### config.mk
export PLATFORM = sky130hd
export DESIGN_NAME = smnw_pick
export DESIGN_NICKNAME = d
export VERILOG_FILES = /design/src/sv/smnw_pkg.sv /design/src/sv/smnw_pick.sv
export SDC_FILE = /design/constraint.sdc
export NUM_CORES = 1
export LEC_CHECK = 0
export ABC_AREA = 1
export BUFFER_PORTS_ARGS = -buffer_cell sky130_fd_sc_hd__buf_2
export CELL_PAD_IN_SITES_DETAIL_PLACEMENT = 0
export CELL_PAD_IN_SITES_GLOBAL_PLACEMENT = 1
export CORE_MARGIN = 5
export CORE_UTILIZATION = 43
export DETAILED_ROUTE_END_ITERATION = 7
export PLACE_DENSITY = 0.95
export SLEW_MARGIN = 25
export SYNTH_ARGS = -nofsm -noshare
export SYNTH_HDL_FRONTEND = slang
export SYNTH_SLANG_ARGS = --single-unit
export TNS_END_PERCENT = 30
### constraint.sdc
create_clock -name clk -period 36.3 [get_ports clk]
set_input_delay 1.815 -clock clk [delete_from_list [all_inputs] [get_ports clk]]
set_output_delay 1.815 -clock clk [all_outputs]
set_load 0.01 [all_outputs]
### src/sv/smnw_pkg.sv
// Shared constants, types and result codes of the sorted merge engine.
package smnw_pkg;

  localparam int CAPACITY = 256;
  localparam int IDX_W    = $clog2(CAPACITY);
  localparam int CNT_W    = $clog2(CAPACITY + 1);

  localparam int KEY_W = 64;
  localparam int OFF_W = 64;
  localparam int LEN_W = 32;
  localparam int STM_W = 64;
  localparam int SRC_W = 4;

  typedef enum logic [1:0] {
    ST_LOADED   = 2'd0,
    ST_DROPPED  = 2'd1,
    ST_TUPLE    = 2'd2,
    ST_FINISHED = 2'd3
  } status_t;

  typedef enum logic {
    ACT_LOAD = 1'b0,
    ACT_PULL = 1'b1
  } action_t;

  typedef struct packed {
    logic [KEY_W-1:0] key;
    logic [OFF_W-1:0] offset;
    logic [LEN_W-1:0] length;
    logic [STM_W-1:0] stamp;
    logic [SRC_W-1:0] source;
  } tuple_t;

  typedef struct packed {
    status_t status;
    tuple_t  tup;
    logic    last;
  } result_t;

  // Control from the sequencer to the candidate picker.
  typedef struct packed {
    logic             clear;
    logic             beat_valid;
    logic             emitted_any;
    logic [KEY_W-1:0] last_key;
  } pick_ctrl_t;

  // Status from the candidate picker.
  typedef struct packed {
    logic found;
    logic more;
  } pick_stat_t;

endpackage

### src/sv/smnw_pick.sv
// Running best-candidate register and compare unit for one merge scan.
module smnw_pick import smnw_pkg::*; (
  input  logic       clk,
  input  logic       rst_n,
  input  pick_ctrl_t ctrl,
  input  tuple_t     rd_tup,
  output tuple_t     best,
  output pick_stat_t stat
);

  tuple_t           best_r;
  logic             found_r;
  logic [KEY_W-1:0] max_key_r;
  logic             eligible;
  logic             better;
  logic             take;

  always_comb begin
    eligible = !ctrl.emitted_any || (rd_tup.key > ctrl.last_key);
    // smaller key first; same key: newer stamp, then lower source
    better = !found_r || (rd_tup.key < best_r.key) ||
             ((rd_tup.key == best_r.key) &&
              ((rd_tup.stamp > best_r.stamp) ||
               ((rd_tup.stamp == best_r.stamp) && (rd_tup.source < best_r.source))));
    take = ctrl.beat_valid && eligible && better;
  end

  always_ff @(posedge clk) begin
    if (!rst_n) begin
      found_r <= 1'b0;
    end else if (ctrl.clear) begin
      found_r <= 1'b0;
    end else if (take) begin
      found_r <= 1'b1;
    end
  end

  always_ff @(posedge clk) begin
    if (take) begin
      best_r <= rd_tup;
    end
    if (ctrl.clear) begin
      max_key_r <= '0;
    end else if (ctrl.beat_valid && (rd_tup.key > max_key_r)) begin
      max_key_r <= rd_tup.key;
    end
  end

  assign best       = best_r;
  assign stat.found = found_r;
  assign stat.more  = max_key_r > best_r.key;

endmodule

==> results of run 1 <==
-- through the flow --
stage                     cell area [um^2]  total power, uW  hold WS [ns]  utilization [%]  setup WS, ns
final                                22100              952         0.479             54.1         31.20
after detailed placement             21000              620         0.475             51.3         30.63
after global routing                 22100             1010         0.501             54.0         30.91
after floorplan                      17800              545         0.439                -         22.94
after global placement               21000              612         0.453             51.2         30.80
after CTS                            22100              960         0.484             53.9         31.21
-- worst max-delay path, delay by kind of cell --
family          cells  cell delay, ns
buf+inv             3            1.07
fa+ha+maj           1            0.29
simple gates        8            1.69
compound gates      1            0.18
-- how the worst min path moves through the flow --
stage,from,to,slack (ns)
5_1_grt,found_r,found_r,0.50
3_3_place_gp,found_r,found_r,0.45
6_report,found_r,found_r,0.48
4_1_cts,found_r,found_r,0.48
3_5_place_dp,found_r,found_r,0.48
2_1_floorplan,found_r,found_r,0.44
-- layout by cell type (no fill, tap or decap), types with 2 or more instances in the layout --
cell,synthesis,layout
and2_1,2,2
nand3b_1,65,65
nand2_1,294,293
a21oi_1,231,231
nor2_1,135,134
o211ai_1,6,6
a21o_1,3,3
nand4_1,36,36
clkinv_2,0,5
buf_4,1,3
clkinv_1,0,9
a31oi_1,2,2
a21boi_0,2,2
o21a_1,12,12
nor3_1,15,15
inv_1,315,314
buf_2,19,526
o21bai_1,2,2
clkbuf_16,0,36
nor4_1,4,4
ha_1,323,323
clkbuf_1,7,7
o21ai_0,51,51
diode_2,0,23
edfxtp_1,228,228
dfxtp_1,65,65
nand3_1,29,29
inv_6,0,2
-- cell type report --
cell class                      count  share of cell area [%]
Sequential cell                   293                    36.8
Timing Repair Buffer              531                    12.2
Tap cell                          532                    3.01
Clock buffer                       43                    4.19
Antenna cell                       23                   0.260
Multi-Input combinational cell   1216                    37.4
Clock inverter                     21                   0.718
Inverter                          315                    5.34
-- logic make-up after synthesis --
kind of cell               Yosys count  share of synthesized area (%)
and+or+nand+nor                    583                           14.6
DFF                                293                           45.7
adders and majority gates          323                           22.7
buffers and inverters              351                           7.92
AOI/OAI and AO/OA                  310                           9.09
-- power by group through the flow --
stage	Combinational (uW)	Clock [uW]	Sequential (uW)
2_1_floorplan	117	0	428
3_3_place_gp	197	0	415
3_5_place_dp	204	0	416
4_1_cts	205	345	409
5_1_grt	234	361	412
6_report	204	338	409
-- flip-flops by register name, indices dropped and copies added (netlist names) --
signal and count:
found_r 1, max_key_r 64, best 228
-- layer usage --
metal / share of wire, % / global-route usage, % / vias up / routed length (um)
met5: 0.11 / 0 / - / 69
met4: 3.6 / 8.84 / 10 / 2140
met3: 7.6 / 5.88 / 125 / 4580
met2: 51 / 45.0 / 560 / 30800
met1: 37 / 28.7 / 7048 / 22600
li1: - / - / 7459 / -
-- cell usage after synthesis, drive strengths merged --
library cell / n / area, um^2
a21boi: 2 / 15.0
a21o: 3 / 22.5
a21oi: 231 / 1160
a31oi: 2 / 12.5
and2: 2 / 12.5
buf: 29 / 204
clkbuf: 7 / 26.3
dfxtp: 65 / 1300
edfxtp: 228 / 6850
ha: 323 / 4040
inv: 315 / 1180
nand2: 294 / 1100
nand3: 29 / 145
nand3b: 65 / 488
nand4: 36 / 225
nor2: 135 / 507
nor2b: 1 / 6.26
nor3: 16 / 85.1
nor4: 4 / 25.0
o211ai: 6 / 45.0
o21a: 12 / 90.1
o21ai: 51 / 255
o21bai: 2 / 15.0
o31a: 1 / 8.76
or2: 1 / 6.26
==> metrics.yaml, run 1 <==
worst_setup_path:
  slowest_stage: "buf_12"
  r2r_cells: 13
  cp_cell_sequence: "buf_2, ha_1, nand2_1, nor2_1, nand4_1, nor3_1, and2_1, nand2_1, a21oi_1, nor2_1, nor2_4, buf_12, buf_16"
  r2r_start: "best[67]"
  arrival_ns: 5.28
  cp-endpoint: "best[89]"
  critPathMaxStageDelay_ns: 0.54
  crit_path_end_kind: "flop"
  r2r_end: "best[89]"
  startpoint: "rd_tup[67]"
  reg2reg_slack_ns: 32.06
  worstSetupPathType: "in -> reg"
  setup.worst_path.start_class: "input port"
  cp_max_fo: 110
  critPathRequiredTime_ns: 36.48
floorplan:
  pin_count: 527
  start_util_pct: 43.6
  core-area_mm2: 0.0409
  die_x_um: 214
  row_count: 74
  die_area_mm2: 0.0456
  dieHeight_um: 214
yosys:
  syn_area_mm2: 0.0178
  synth_nets: 2480
  yosysWarnings: 0
  ys_seq_area_share_pct: 45.7
  postSynthAreaPerCell_um2: 9.58
  synth_cell_types: 28
  syn_inst: 1860
  synth_seq_cells: 293
global_routing:
  grt_max_degree: 111
  grt_usage_pct: 24.8
  grt_pass1_vias: 15000
  grt_pass1_wl_mm: 86.6
  grt_overflow: 0
  grt_antenna_before_repair: 38
clock_network:
  cts_buffers: 36
  htree_levels: 2
  cts_buffer_depth: 3
  cts_hold_buf: 0
  cts_resized: 0
  clock_sinks: 293
  tritoncts: "built"
  postCtsSetupBuffers: 0
  cts-root-buf: "clkbuf_16"
  clk_latency_ns: 0.55
  clkTransAtPathRegs_ns: 0.05
detailed_routing:
  final_antenna_net_count: 0
  drtIter0Drc: 933
  drt-total-wl_mm: 60.2
  drcViolationCount: 0
  wl_per_cell_um: 20.2
  vias: 15200
  via_per_inst: 5.11
  drt_pass1_iterations: 5
final_layout:
  fill_cells: 3699
  seq_area_mm2: 0.00815
  area_growth_pct: 24.1
  fin_cells: 2974
  final_nets: 3013
  multiInputGateArea_mm2: 0.00828
  drive_above_1_share_pct: 24.2
place:
  dp_cells: 2887
  port_buffers: 526
  hpwlAfterDp_mm: 49.0
  place.gp.congestion: 0.887
run_status:
  status: "complete, no violations"
power:
  comb_power_share_pct: 21.5
  irDropWorstVdd_uv: 24.3
  p_sw_share_pct: 30.2
  p_int_uw: 664
  power_per_cell_area_mw_per_mm2: 43.0
  power.share.clock_pct: 35.5
  switchingPower_uw: 288
  p_leak_uw: 0.0109
  p_seq_share_pct: 43.0
timing:
  tightest_slew_ns: 0.981
  maxSlewHeadroom_pct: 34.6
  finalHoldViolCount: 0
  final-setup-viol-count: 0
  drv_slew: 0
  fmax_mhz: 196
  min_period_ns: 5.10
  rsz0062_at_grt: "no"
  period_share_pct: 14.0
  setup-tns-final_ns: 0
  skew_ns: 0.0175
run:
  drv_cap: 0
worst_hold_path:
  hold_class: "reg -> reg"
  holdPathStages: 2
Power figures use the tool's default switching activity.
==> run 2, diff against run 1 <==
--- a/config.mk
+++ b/config.mk
@@ -10,9 +10,9 @@
 export CELL_PAD_IN_SITES_DETAIL_PLACEMENT = 0
 export CELL_PAD_IN_SITES_GLOBAL_PLACEMENT = 1
 export CORE_MARGIN = 5
-export CORE_UTILIZATION = 43
+export CORE_UTILIZATION = 40
 export DETAILED_ROUTE_END_ITERATION = 7
-export PLACE_DENSITY = 0.95
+export PLACE_DENSITY = 0.93
 export SLEW_MARGIN = 25
 export SYNTH_ARGS = -nofsm -noshare
 export SYNTH_HDL_FRONTEND = slang
==> constraint.sdc (replaced) <==
create_clock -name clk -period 5.35 [get_ports clk]
set_input_delay 0.2675 -clock clk [delete_from_list [all_inputs] [get_ports clk]]
set_output_delay 0.2675 -clock clk [all_outputs]
set_load 0.01 [all_outputs]
==> metrics.yaml, run 2 (same netlist as run 1, synthesis figures left out) <==
run_status:
  status: "complete, no violations"
power:
  p_leak_uw: 0.0120
  power_per_cell_area_mw_per_mm2: 278
  irDropWorstVdd_uv: 209
place:
  preCtsSetupSlack_ns: 1.97
  dpl-instance-area_mm2: 0.0211
  port_buffers: 526
  place.gp.congestion: 0.928
  dp_cells: 2948
  hpwlAfterDp_mm: 48.0
timing:
  finalHoldViolCount: 0
  drv_slew: 0
  maxSlewHeadroom_pct: 30.4
  skew_ns: 0.0279
  setup_slack_ns: 1.95
  fmax_mhz: 294
  tightest_slew_ns: 1.04
  period_share_pct: 63.5
  rsz0062_at_grt: "no"
  min_period_ns: 3.40
  final-setup-viol-count: 0
floorplan:
  dieHeight_um: 221
  row_count: 77
  start_util_pct: 40.4
  core-area_mm2: 0.0441
  die_area_mm2: 0.0489
  die_x_um: 221
  pin_count: 527
worst_setup_path:
  worstSetupPathType: "in -> reg"
  critPathMaxStageDelay_ns: 0.61
  arrival_ns: 3.54
  slowest_stage: "buf_12"
  crit_path_end_kind: "flop"
  cp_cell_sequence: "dlygate4sd3_1, buf_2, ha_1, nand2_1, inv_1, nand3_1, nor2_1, inv_1, nor2_1, nand2_1, nor3_1, o21ai_1, a21oi_1, nor2_1, nor2_4, buf_12"
  worst_path_most_repeated_cell: "nor2_1"
  critPathRequiredTime_ns: 5.50
  setup.worst_path.start_class: "input port"
  cp_max_fo: 177
clock_network:
  clk_latency_ns: 0.55
  cts_buffers: 37
  cts_buffer_depth: 3
  htree_levels: 2
  cts-root-buf: "clkbuf_16"
  cts_resized: 0
  clock_sinks: 293
  clkTransAtPathRegs_ns: 0.05
  tritoncts: "built"
detailed_routing:
  wl_per_cell_um: 19.6
  drcViolationCount: 0
  via_per_inst: 5.02
  drt-total-wl_mm: 64.3
  drt_pass1_iterations: 5
  drtIter0Drc: 1155
  final_antenna_net_count: 0
  vias: 16400
global_routing:
  grt_pass1_vias: 17000
  grt_usage_pct: 25.1
  grt_pass1_wl_mm: 96.7
  grt_antenna_before_repair: 34
  grt_overflow: 0
  grt_max_degree: 178
final_layout:
  fin_cells: 3274
  drive_above_1_share_pct: 22.5
  layout.cells.most_common: "buf_2"
  final_cell_mix: "buf_2, ha_1, inv_1, nand2_1, a21oi_1"
  area_growth_pct: 38.1
  largest_reg_flops: 228
  design_area_mm2: 0.0246
  final_nets: 3243
worst_hold_path:
  hold_class: "in -> reg"
run:
  drv_cap: 0
run 2: cell count changes in the layout (fill, tap and decap cells not counted), moves of 3 or more:
cell           previous run  this run
clkinv_2                  5        10
bufinv_16                 1         4
clkinv_1                  9         4
dlygate4sd3_1             0       228
diode_2                  23        32
clkbuf_1                  7         4
run 2: layout make-up:
type	count	area, um^2
antenna	32	80.1
clock buffer	43	968
clock inverter	23	225
fill	3805	19500
inverter	315	1180
multi-input combinational	1216	8290
sequential	293	8150
tap	592	741
timing repair buffer	760	4980
run 2: stage by stage:
| stage | util, % | hold slack, ns | total power, uW | setup TNS [ns] |
|---|---|---|---|---|
| 5_1_grt | 55.8 | 0.0201 | 7210 | 0 |
| 3_5_place_dp | 47.7 | 0.446 | 4210 | 0 |
| 4_1_cts | 55.6 | 0.00842 | 6860 | 0 |
| 6_report | 55.8 | 0.0428 | 6850 | 0 |
| 2_1_floorplan | - | 0.366 | 3660 | -3.26 |
| 3_3_place_gp | 47.7 | 0.444 | 4150 | 0 |
run 2: where the power goes:
part           switching [uW]  leakage [uW]  internal (uW)
Sequential                109       0.00271           2670
Combinational             906       0.00866            649
Clock                    1030      0.000587           1490
Total                    2040        0.0120           4810
run 2: critical path, delay by kind of cell:
kind	cells	cell delay, ns
AO/OA/AOI/OAI	2	0.24
adder cells (fa/ha/maj)	1	0.30
buffers and inverters	5	1.48
AND/OR/NAND/NOR	8	1.00
run 2: repair_timing:
item / 4_1_cts / 5_1_grt
hold endpoints to repair: 228 / 0
hold buffers: 228 / 0
buffers inserted: 0 / 0
run 2: path summary, 6_finish.rpt:
path / slack [ns] / startpoint / cells past startpoint / to
worst max-delay path: 1.95 / rd_tup[195] / 16 / best[189]
worst min register to register: 0.48 / found_r / 2 / found_r
worst max register to register: 1.99 / best[195] / 15 / best[189]
worst min-delay path: 0.04 / rd_tup[189] / 1 / best[189]
run 2: layer usage:
layer,global-route usage (%),wire length [um],vias to the layer above
met5,0,69,-
met4,11.9,3400,12
met3,6.43,4510,201
met2,45.4,32300,635
met1,27.5,24000,7674
li1,-,-,7926
